===== config.mk =====
export PLATFORM = sky130hd
export DESIGN_NAME = sorted_table_insert_search_delete
export DESIGN_NICKNAME = d
export VERILOG_FILES = /design/src/sv/sts_pkg.sv /design/src/sv/sorted_table_insert_search_delete.sv /design/src/sv/sts_cell.sv
export SDC_FILE = /design/constraint.sdc
export NUM_CORES = 2
export LEC_CHECK = 0
export ABC_AREA = 1
export BUFFER_PORTS_ARGS = -buffer_cell sky130_fd_sc_hd__buf_2
export CORE_MARGIN = 8
export CORE_UTILIZATION = 65
export CTS_CLUSTER_SIZE = 10
export DETAILED_ROUTE_END_ITERATION = 10
export PLACE_DENSITY = 0.83
export SKIP_LAST_GASP = 1
export SLEW_MARGIN = 0
export SYNTH_ARGS = -nofsm -noshare
export SYNTH_HDL_FRONTEND = slang
export SYNTH_SLANG_ARGS = --single-unit

===== constraint.sdc =====
create_clock -name clk -period 5.74 [get_ports clk]
set_input_delay 1.435 -clock clk [delete_from_list [all_inputs] [get_ports clk]]
set_output_delay 1.435 -clock clk [all_outputs]
set_load 0.01 [all_outputs]

===== src/sv/sts_pkg.sv =====
// ----------------------------------------------------------------------------
// sts_pkg: shared constants and types for the sorted table
// command and status codes, table sizing and the per-cell control group
// ----------------------------------------------------------------------------
package sts_pkg;

    localparam int CAPACITY = 16;
    localparam int DATA_W   = 32;
    localparam int CNT_W    = $clog2(CAPACITY + 1);
    localparam int CMD_W    = 2;
    localparam int STATUS_W = 3;
    localparam int COUNT_OUT_W = 5;

    // command codes
    localparam logic [CMD_W-1:0] CMD_INSERT = 2'd0;
    localparam logic [CMD_W-1:0] CMD_SEARCH = 2'd1;
    localparam logic [CMD_W-1:0] CMD_DELETE = 2'd2;

    // status codes
    localparam logic [STATUS_W-1:0] ST_INSERTED = 3'd0;
    localparam logic [STATUS_W-1:0] ST_FOUND    = 3'd1;
    localparam logic [STATUS_W-1:0] ST_MISSING  = 3'd2;
    localparam logic [STATUS_W-1:0] ST_DELETED  = 3'd3;
    localparam logic [STATUS_W-1:0] ST_EMPTY    = 3'd4;
    localparam logic [STATUS_W-1:0] ST_FULL     = 3'd5;

    // broadcast to every cell
    typedef struct packed {
        logic ins;
        logic del;
    } cell_ctrl_t;

endpackage


===== src/sv/sorted_table_insert_search_delete.sv =====
// ----------------------------------------------------------------------------
// sorted_table_insert_search_delete: ascending table with insert/search/delete
// a row of compare-and-shift cells kept in sorted order, plus an entry count
// ----------------------------------------------------------------------------
// usage
//   input channel: one beat carries cmd (insert, search, delete) and a
//   signed 32-bit key_value, taken when in_valid is high and in_stall low
//   output channel: one beat per command with status and entry_count
//   all cells compare against the key at once; the edge that takes a command
//   also shifts the row and loads the output register, so the result beat
//   shows in the cycle after the command beat
//   throughput: one command per cycle while the output is not stalled, set
//   by the single compare-and-shift pass through the cell row
//   a pending result is held in the output register; while out_stall holds
//   it there, in_stall is raised and no new command is taken
//   reset clears the count and the output valid; entry storage is not
//   cleared, slots at or above the count are simply ignored
//   insert into a full table and unknown commands leave the table unchanged
// ----------------------------------------------------------------------------
module sorted_table_insert_search_delete
(
    input  logic                                    clk,
    input  logic                                    rst_n,
    input  logic                                    in_valid,
    output logic                                    in_stall,
    input  logic [sts_pkg::CMD_W-1:0]               cmd,
    input  logic signed [sts_pkg::DATA_W-1:0]       key_value,
    output logic                                    out_valid,
    input  logic                                    out_stall,
    output logic [sts_pkg::STATUS_W-1:0]            status,
    output logic [sts_pkg::COUNT_OUT_W-1:0]         entry_count
);

    localparam int CAP = sts_pkg::CAPACITY;
    localparam logic [sts_pkg::CNT_W-1:0] CAP_CNT = sts_pkg::CNT_W'(CAP);

    logic [sts_pkg::CNT_W-1:0]          count_reg;
    logic [sts_pkg::CNT_W-1:0]          count_next;
    logic                               out_valid_reg;
    logic                               out_valid_next;
    logic [sts_pkg::STATUS_W-1:0]       status_reg;
    logic [sts_pkg::STATUS_W-1:0]       status_next;
    logic [sts_pkg::COUNT_OUT_W-1:0]    entry_count_reg;

    logic                               accept;
    logic                               is_empty;
    logic                               is_full;
    logic                               found;
    sts_pkg::cell_ctrl_t                ctrl;

    // per-cell signals along the row
    logic signed [sts_pkg::DATA_W-1:0]  cell_entry [CAP];
    logic [CAP-1:0]                     cell_lt;
    logic [CAP-1:0]                     cell_hit;
    logic [CAP-1:0]                     cell_occ;

    // the output register is the only buffer: stall upstream while it is held
    assign in_stall = out_valid_reg && out_stall;
    assign accept   = in_valid && !in_stall;

    assign is_empty = (count_reg == '0);
    assign is_full  = (count_reg >= CAP_CNT);
    // at most one cell sits at the lower-bound boundary
    assign found    = |cell_hit;

    assign ctrl.ins = accept && (cmd == sts_pkg::CMD_INSERT) && !is_full;
    assign ctrl.del = accept && (cmd == sts_pkg::CMD_DELETE) && found;

    // cell row
    genvar gi;
    generate
        for (gi = 0; gi < CAP; gi++)
        begin : g_cell
            logic                              left_lt_w;
            logic signed [sts_pkg::DATA_W-1:0] left_w;
            logic signed [sts_pkg::DATA_W-1:0] right_w;

            // a slot is live when it sits below the count
            assign cell_occ[gi] = (sts_pkg::CNT_W'(gi) < count_reg);

            if (gi == 0)
            begin : g_head
                assign left_lt_w = 1'b1;
                assign left_w    = key_value;
            end
            else
            begin : g_body
                assign left_lt_w = cell_lt[gi-1];
                assign left_w    = cell_entry[gi-1];
            end

            if (gi == CAP - 1)
            begin : g_tail
                // shifted into a slot that falls past the count, never read
                assign right_w = '0;
            end
            else
            begin : g_mid
                assign right_w = cell_entry[gi+1];
            end

            sts_cell u_cell
            (
                .clk         (clk),
                .ctrl        (ctrl),
                .key         (key_value),
                .occupied    (cell_occ[gi]),
                .left_lt     (left_lt_w),
                .left_entry  (left_w),
                .right_entry (right_w),
                .entry       (cell_entry[gi]),
                .lt          (cell_lt[gi]),
                .hit         (cell_hit[gi])
            );
        end
    endgenerate

    // status and count for the command being taken
    always_comb
    begin
        count_next  = count_reg;
        status_next = sts_pkg::ST_MISSING;
        case (cmd)
            sts_pkg::CMD_INSERT:
            begin
                if (is_full)
                begin
                    status_next = sts_pkg::ST_FULL;
                end
                else
                begin
                    status_next = sts_pkg::ST_INSERTED;
                    count_next  = count_reg + sts_pkg::CNT_W'(1);
                end
            end
            sts_pkg::CMD_SEARCH:
            begin
                if (is_empty)
                begin
                    status_next = sts_pkg::ST_EMPTY;
                end
                else if (found)
                begin
                    status_next = sts_pkg::ST_FOUND;
                end
            end
            sts_pkg::CMD_DELETE:
            begin
                if (is_empty)
                begin
                    status_next = sts_pkg::ST_EMPTY;
                end
                else if (found)
                begin
                    status_next = sts_pkg::ST_DELETED;
                    count_next  = count_reg - sts_pkg::CNT_W'(1);
                end
            end
            default:
            begin
                status_next = sts_pkg::ST_MISSING;
            end
        endcase
    end

    always_comb
    begin
        out_valid_next = out_valid_reg;
        if (accept)
        begin
            out_valid_next = 1'b1;
        end
        else if (!out_stall)
        begin
            out_valid_next = 1'b0;
        end
    end

    always_ff @(posedge clk or negedge rst_n)
    begin
        if (!rst_n)
        begin
            count_reg     <= '0;
            out_valid_reg <= 1'b0;
        end
        else
        begin
            out_valid_reg <= out_valid_next;
            if (accept)
            begin
                count_reg <= count_next;
            end
        end
    end

    // result payload, loaded with each command
    always_ff @(posedge clk)
    begin
        if (accept)
        begin
            status_reg      <= status_next;
            entry_count_reg <= sts_pkg::COUNT_OUT_W'(count_next);
        end
    end

    assign out_valid   = out_valid_reg;
    assign status      = status_reg;
    assign entry_count = entry_count_reg;

    // checks
    a_count_bound: assert property (@(posedge clk) disable iff (!rst_n)
        count_reg <= CAP_CNT)
        else $error("entry count above capacity");

    a_hit_single: assert property (@(posedge clk) disable iff (!rst_n)
        $onehot0(cell_hit))
        else $error("more than one cell at the lower bound");

    a_accept_result: assert property (@(posedge clk) disable iff (!rst_n)
        accept |=> out_valid_reg)
        else $error("accepted command produced no result beat");

    a_full_status: assert property (@(posedge clk) disable iff (!rst_n)
        (out_valid_reg && (status_reg == sts_pkg::ST_FULL)) |-> (count_reg == CAP_CNT))
        else $error("full reported with room left");

endmodule


===== src/sv/sts_cell.sv =====
// ----------------------------------------------------------------------------
// sts_cell: one slot of the sorted table
// holds one entry, compares it against the key and shifts with its neighbors
// ----------------------------------------------------------------------------
module sts_cell
(
    input  logic                                clk,
    input  sts_pkg::cell_ctrl_t                 ctrl,
    input  logic signed [sts_pkg::DATA_W-1:0]   key,
    input  logic                                occupied,
    input  logic                                left_lt,
    input  logic signed [sts_pkg::DATA_W-1:0]   left_entry,
    input  logic signed [sts_pkg::DATA_W-1:0]   right_entry,
    output logic signed [sts_pkg::DATA_W-1:0]   entry,
    output logic                                lt,
    output logic                                hit
);

    logic signed [sts_pkg::DATA_W-1:0] entry_reg;
    logic signed [sts_pkg::DATA_W-1:0] entry_next;
    logic                              at_pos;

    assign lt     = occupied && (entry_reg < key);
    // first slot holding a value >= key (or first free slot)
    assign at_pos = !lt && left_lt;
    assign hit    = at_pos && occupied && (entry_reg == key);
    assign entry  = entry_reg;

    always_comb
    begin
        entry_next = entry_reg;
        if (ctrl.ins && !lt)
        begin
            entry_next = at_pos ? key : left_entry;
        end
        else if (ctrl.del && !lt)
        begin
            entry_next = right_entry;
        end
    end

    always_ff @(posedge clk)
    begin
        entry_reg <= entry_next;
    end

endmodule


**Word level (Yosys, flattened, before mapping)**

Cells that the tools add are included.

- Reductions and logical operators: 138
- Add/sub/neg operators: 2
- Divide/modulo/power cells: 0
- Mux-type cells: 59
- Magnitude comparators: 33
- Multiply operators: 0
- Shift-type cells: 0
- Equal/unequal tests: 19
- Bitwise gates (word level): 0

Operator list:

| kind | number |
|---|---|
| 32-bit two-way mux | 47 |
| 32-bit == test | 16 |
| 32-bit less-than comparator | 16 |
| 1-bit logical AND | 101 |
| 4-bit by 5-bit less-than comparator with 1-bit output, first input constant | 8 |
| 2-bit nonzero test | 16 |
| 3-bit by 5-bit less-than comparator with 1-bit output, first input constant | 4 |
| 1-bit zero test | 18 |
| 16-bit OR reduction | 1 |
| 5-bit two-way mux | 3 |
| 1-bit by 5-bit less-than comparator with 1-bit output, first input constant | 2 |
| 2-bit by 5-bit less-than comparator with 1-bit output, first input constant | 2 |
| 5-bit case mux with 2 select lines | 1 |
| 3-bit two-way mux | 3 |
| 3-bit case mux with 3 select lines | 1 |
| 5-bit by 1-bit adder with 5-bit output, second input constant | 1 |
| 5-bit >= comparator, second input constant | 1 |
| 5-bit zero test | 1 |
| 5-bit by 1-bit subtractor with 5-bit output, second input constant | 1 |
| 1-bit two-way mux | 3 |
| 2-bit by 1-bit == test with 1-bit output, second input constant | 1 |
| 2-bit == test, second input constant | 1 |
| 2-bit zero test | 1 |
| 2-bit two-way mux | 1 |
| 2-bit by 1-bit inequality test with 1-bit output, second input constant | 1 |

- Memories kept: 0
- Register bits after elaboration: 526
- Bits in writable memories: 0
- Bits in read-only memories: 0
- Bits in latches: 0
- Output and inout port bits: 10
- Input port bits: 38

**Longest topological paths before layout**

- Depth in word-level cells: 11
- Gate-level depth with buffers: 29
- Gate-level depth less buffers: 28

**By module**

A second synthesis with hierarchy kept.

- Cell total of the unflattened synthesis: 6839
- Area total of the unflattened synthesis: 47159.0 um^2

Modules (own cells, without submodules):

| module | area an instance (um^2) | cells each | instances |
|---|---|---|---|
| sts_cell | 2875.3 | 418 | 16 |
| sorted_table_insert_search_delete | 1154.9 | 151 | 1 |

**Least setup slack after synthesis**

No wires, ideal clock.

- Path kind: input to register
- From: in key_value[27] in the netlist's numbering
- To: reg g_cell[0].u_cell.entry_reg (netlist bit g_cell[0].u_cell.entry[0]), enable pin
- Cell stages on the path: 16
- Setup time: 466 ps
- Arrival: 5892 ps
- Slack: -617 ps
- Buffers on the path: 0
- Required time: 5274 ps
- Path through: inv_1 -> ha_1 -> a21o_1 -> o21ai_1 -> nand2_1 -> a21oi_1 -> nand3_2 -> nand2_2 -> nor2_4 -> nor2_2 -> nand3_1 -> nand2_1 -> nor2_1 -> nand2_1 -> o211ai_4 -> o21ai_0

- Cells in the longest elaborated chain, start to end: 10

RTL lines:

| element | RTL line | text |
|---|---|---|
| start, declared | sorted_table_insert_search_delete.sv:27 | `input logic signed [sts_pkg::DATA_W-1:0] key_value,` |
| 32-bit less-than comparator | sts_cell.sv:23 | `assign lt = occupied && (entry_reg < key);` |
| 1-bit logical AND | sts_cell.sv:23 |  |
| 1-bit zero test | sts_cell.sv:25 | `assign at_pos = !lt && left_lt;` |
| 1-bit logical AND | sts_cell.sv:25 |  |
| 1-bit logical AND (2 in a row) | sts_cell.sv:26 | `assign hit = at_pos && occupied && (entry_reg == key);` |
| 16-bit OR reduction | sorted_table_insert_search_delete.sv:64 | `assign found = \|cell_hit;` |
| 1-bit logical AND | sorted_table_insert_search_delete.sv:67 | `assign ctrl.del = accept && (cmd == sts_pkg::CMD_DELETE) && found;` |
| 1-bit logical AND | sts_cell.sv:36 | `else if (ctrl.del && !lt)` |
| 2-bit nonzero test (no source line) * | - |  |
| end signal, assigned | sts_cell.sv:44 | `entry_reg <= entry_next;` |
| end, declared | sts_cell.sv:19 | `logic signed [sts_pkg::DATA_W-1:0] entry_reg;` |

Mark *: on every way between the ends. The rest lies on a longest branch, timed or not.
A chain may end at the register's enable or synchronous reset.

**Final worst setup path**

- From: in key_value[5] in the netlist's numbering
- To: reg g_cell[1].u_cell.entry_reg (netlist bit g_cell[1].u_cell.entry[27]), enable pin

- Cells in the longest elaborated chain, start to end: 10

RTL lines:

| element | RTL line |
|---|---|
| 32-bit less-than comparator | sts_cell.sv:23 |
| 1-bit logical AND | sts_cell.sv:23 |
| 1-bit zero test (on tied branches) | sts_cell.sv:25, sts_cell.sv:32, sts_cell.sv:36 |
| 1-bit logical AND | sts_cell.sv:25 |
| 1-bit logical AND (2 in a row) | sts_cell.sv:26 |
| 16-bit OR reduction | sorted_table_insert_search_delete.sv:64 |
| 1-bit logical AND | sorted_table_insert_search_delete.sv:67 |
| 1-bit logical AND | sts_cell.sv:36 |
| 2-bit nonzero test (no source line) * | - |
| end signal, assigned | sts_cell.sv:44 |
| end, declared | sts_cell.sv:19 |

Marked as above.

==> impl_summary.log <==
[metrics] cts repair resizes: 0
[metrics] final antenna-violating net count: 0
[metrics] post-synthesis cell type with the largest combined area: sky130_fd_sc_hd__edfxtp_1
[metrics] utilization of the core after routing: between 70% and 80%
[metrics] cell types with the largest area share after synthesis: sky130_fd_sc_hd__edfxtp_1 39%, sky130_fd_sc_hd__ha_1 16%, sky130_fd_sc_hd__o21ai_0 14%
[metrics] power consumption: around 11 mW
[metrics] Post-Layout Inst Area: ~44000 um^2
[metrics] Final Net Count: approximately 5500
[metrics] most common cell after layout, fill and taps aside: sky130_fd_sc_hd__o21ai_0
[metrics] fmax: 0.201 GHz
[metrics] clock skew after layout: ~0.052 ns
[metrics] Final Instance Count excl. Fillers: 5739
[metrics] kind of start point of the critical path: input port
[metrics] startpoint-to-endpoint class of the critical path: in -> reg
[metrics] sequential share of power: 41.0%
[metrics] antenna violations before repair: 1
[metrics] root buf cell: sky130_fd_sc_hd__clkbuf_16
[metrics] number of clock sinks: ~530
[metrics] power density relative to cell area: around 260 nW/um^2
[metrics] Warnings, synthesis: 0
[metrics] Tmin final: roughly 5 ns
[metrics] worst path required time: around 6.0 ns
[metrics] Top-Level Pins: 48
[metrics] P_leak: around 18 nW
[metrics] EDFF count, synth: 520
[metrics] placement row count: 91
[metrics] drt pass-1 iters: 8
[metrics] Max Fanout on Critical Path: 32
[metrics] worst slack on hold paths: about 0.48 ns
[metrics] arrival time reported for the critical path endpoint: 5.24 ns
[metrics] Unique masters post-synth: 46
[metrics] via count: around 38000
[metrics] share of total power in the clock network: 32.2%
[metrics] most instantiated flip-flop cell in the synthesis netlist: sky130_fd_sc_hd__edfxtp_1
[metrics] switching pwr: ~4.0 mW
[metrics] tightest slew margin relative to the limit: 14.9%
[metrics] design internal power: 7.23 mW
[metrics] grt total ovfl: 0
[metrics] combinational cell fraction of total power: roughly 27%
[metrics] Final Max Tran Viols: 0
[metrics] total routing usage reported by global routing: 34.4%
[metrics] number of flip-flops in the largest register: between 500 and 600
[metrics] portion of the clock cycle consumed by the worst path in the final layout: 86.8%
[metrics] area share of the leading cell type in the synthesized netlist: about two fifths
[metrics] nature of the critical path endpoint: register
[metrics] Avg WL per Cell: 21.8 um
[metrics] Post-Syn Instances: 4930
[metrics] syn avg cell area: between 8 and 9 um^2
[metrics] nets in the synthesized netlist: 5483
[metrics] clk slew on worst S/H paths: 0.06 ns
[metrics] core outline area: 61400 um^2
[metrics] Die Y: 264 um
[metrics] Detailed Route WL: roughly 130000 um
[metrics] deepest clock path buffer count: 3
[metrics] slew at the pin closest to its max-slew limit: between 1 and 1.5 ns
[metrics] # Post-CTS Setup Buffers: 0
[metrics] number of H-tree levels: 2
[metrics] proportion of synthesized chip area in sequential cells: approximately two fifths
[metrics] Filler Cell Count: between 4000 and 5000
[metrics] hold_buf cts: 0
[metrics] dpl hpwl: between 90000 and 100000 um
[metrics] starting DRC count in detailed routing: between 5000 and 6000
[metrics] post-placement cell area: 41800 um^2
[metrics] share of async-settable or async-resettable flops after synthesis: under 10%
[metrics] number of global-route vias before repair: approximately 36000
[metrics] cell count after placement: 5646
[metrics] final hold vios: 0
[metrics] layout overhead on the synthesized area: 8.65%
[metrics] final-report setup violation count: 0
[metrics] number of port buffers: 47
[metrics] Vias/cell: 6.63
[metrics] sw frac: 35.4%
[metrics] Worst-Skew Late Latency: around 0.67 ns
[metrics] Placer Congestion: ~0.97
[metrics] # Max-Cap Violations: 0
[metrics] layout cells sized above 1: under 10%
[metrics] most frequent cells in the layout: 1097 x sky130_fd_sc_hd__o21ai_0, 853 x sky130_fd_sc_hd__nand2_1, 520 x sky130_fd_sc_hd__edfxtp_1
[metrics] Die Area: approximately 70000 um^2
[metrics] Post-route DRC: 0
[metrics] Post-Synthesis Cell Area: about 40000 um^2
[metrics] pin count of the biggest net entering global routing: around 110
[metrics] Initial Utilization: roughly two thirds
[metrics] number of buffers created by CTS: about 60
[metrics] Die Wd: ~260 um
[metrics] run status: finished, final reports clean
[metrics] highest ir drop seen on vdd: ~0.24 mV
[metrics] Yosys reg bits: around 530
[metrics] type of the most critical hold path: reg -> reg
[metrics] wire length of the first global-routing pass: 195000 um
[metrics] unrepaired setup endpoints after global routing: no
[metrics] TritonCTS clock tree: done
-- cells by family (layout without fill, tap and decap cells) --
kind of cell	Yosys count	in the layout	synth area share, %
AO/OA/AOI/OAI	1708	1708	22.1
AND/OR/NAND/NOR	1600	1600	16.8
buffers and inverters	580	598	5.59
flip-flops	526	526	39.3
adder cells (fa/ha/maj)	515	515	16.1
XOR/XNOR	1	1	0.0219
other	0	1	0
-- per-layer routing --
metal  vias up  track usage [%]  routed length [um]
li1      17442                -                   -
met1     17534             46.1               48300
met2      2555             54.8               55800
met3       529             5.94               14400
met4         0             15.0                6750
met5         -                0                   0
-- through the flow --
stage               setup slack [ns]  setup TNS (ns)
floorplan                     -0.617          -98.80
global placement               0.296               0
detailed placement             0.213               0
CTS                            0.875               0
global route                   0.499               0
finish                         0.756               0
-- path summary, 6_finish.rpt --
| check | start | end | slack [ns] | depth (start not counted) |
|---|---|---|---|---|
| setup / recovery | key_value[5] | g_cell[1].u_cell.entry[27] | 0.76 | 21 |
| hold / removal | out_valid | out_valid | 0.48 | 2 |
| setup reg to reg | g_cell[2].u_cell.entry[11] | g_cell[1].u_cell.entry[27] | 1.46 | 18 |
| hold reg to reg | out_valid | out_valid | 0.48 | 2 |
| max in group asynchronous | rst_n | count_reg[4] | 4.98 | 1 |
| min in group asynchronous | rst_n | count_reg[1] | 0.60 | 1 |
-- final cells by class --
type | count | area (um^2) | area share [%]
Timing Repair Buffer | 191 | 1670 | 3.83
Inverter | 315 | 1180 | 2.72
Antenna cell | 1 | 2.50 | 0.00575
Multi-Input combinational cell | 3824 | 22200 | 51.0
Tap cell | 790 | 988 | 2.27
Clock inverter | 9 | 68.8 | 0.158
Sequential cell | 526 | 15800 | 36.2
Clock buffer | 83 | 1650 | 3.79
-- synthesized netlist by cell type, types with 3 or more instances --
cell,number
sky130_fd_sc_hd__buf_1,7
sky130_fd_sc_hd__nand4_1,46
sky130_fd_sc_hd__clkinv_1,3
sky130_fd_sc_hd__o21a_1,32
sky130_fd_sc_hd__nand2_4,3
sky130_fd_sc_hd__buf_4,3
sky130_fd_sc_hd__nand3_2,21
sky130_fd_sc_hd__nor3_1,24
sky130_fd_sc_hd__clkbuf_1,226
sky130_fd_sc_hd__nand3_1,105
sky130_fd_sc_hd__nand2_1,858
sky130_fd_sc_hd__buf_2,26
sky130_fd_sc_hd__nor3_2,4
sky130_fd_sc_hd__dfrtp_1,6
sky130_fd_sc_hd__edfxtp_1,520
sky130_fd_sc_hd__o22ai_1,72
sky130_fd_sc_hd__a21oi_1,431
sky130_fd_sc_hd__nor2_1,475
sky130_fd_sc_hd__o21ai_1,30
sky130_fd_sc_hd__nor2_8,3
sky130_fd_sc_hd__o21ai_0,1102
sky130_fd_sc_hd__nor2_4,11
sky130_fd_sc_hd__a21o_1,16
sky130_fd_sc_hd__nor2_2,16
sky130_fd_sc_hd__o31ai_1,3
sky130_fd_sc_hd__a21oi_2,13
sky130_fd_sc_hd__nor4_1,15
sky130_fd_sc_hd__nand2_2,8
sky130_fd_sc_hd__ha_1,515
sky130_fd_sc_hd__inv_1,293
sky130_fd_sc_hd__nand3b_1,4
sky130_fd_sc_hd__inv_2,18
-- power groups by stage --
stage / clock network [mW] / logic, mW / registers, mW
2_1_floorplan: 0 / 1.93 / 4.61
3_3_place_gp: 0 / 2.78 / 4.65
3_5_place_dp: 0 / 2.87 / 4.66
4_1_cts: 3.60 / 2.90 / 4.58
5_1_grt: 3.72 / 3.29 / 4.60
6_report: 3.60 / 3.01 / 4.59
-- critical path, cell delays in order --
cell and delay [ns]:
sky130_fd_sc_hd__buf_2 0.13, sky130_fd_sc_hd__inv_1 0.25, sky130_fd_sc_hd__buf_4 0.31, sky130_fd_sc_hd__ha_1 0.19, sky130_fd_sc_hd__nand2_1 0.05, sky130_fd_sc_hd__nor2_1 0.30
sky130_fd_sc_hd__nand2_1 0.12, sky130_fd_sc_hd__nand2_1 0.08, sky130_fd_sc_hd__nand2_1 0.05, sky130_fd_sc_hd__nand2_1 0.16, sky130_fd_sc_hd__nand2_1 0.11, sky130_fd_sc_hd__nand3_1 0.10
sky130_fd_sc_hd__nand2_1 0.07, sky130_fd_sc_hd__nor2_2 0.17, sky130_fd_sc_hd__nand4_1 0.11, sky130_fd_sc_hd__nand2_1 0.09, sky130_fd_sc_hd__nor2_1 0.08, sky130_fd_sc_hd__nand2_1 0.11
sky130_fd_sc_hd__o211ai_4 0.10, sky130_fd_sc_hd__buf_12 0.20, sky130_fd_sc_hd__a21oi_4 0.99
Note: power is estimated with default switching activity, not from simulation.
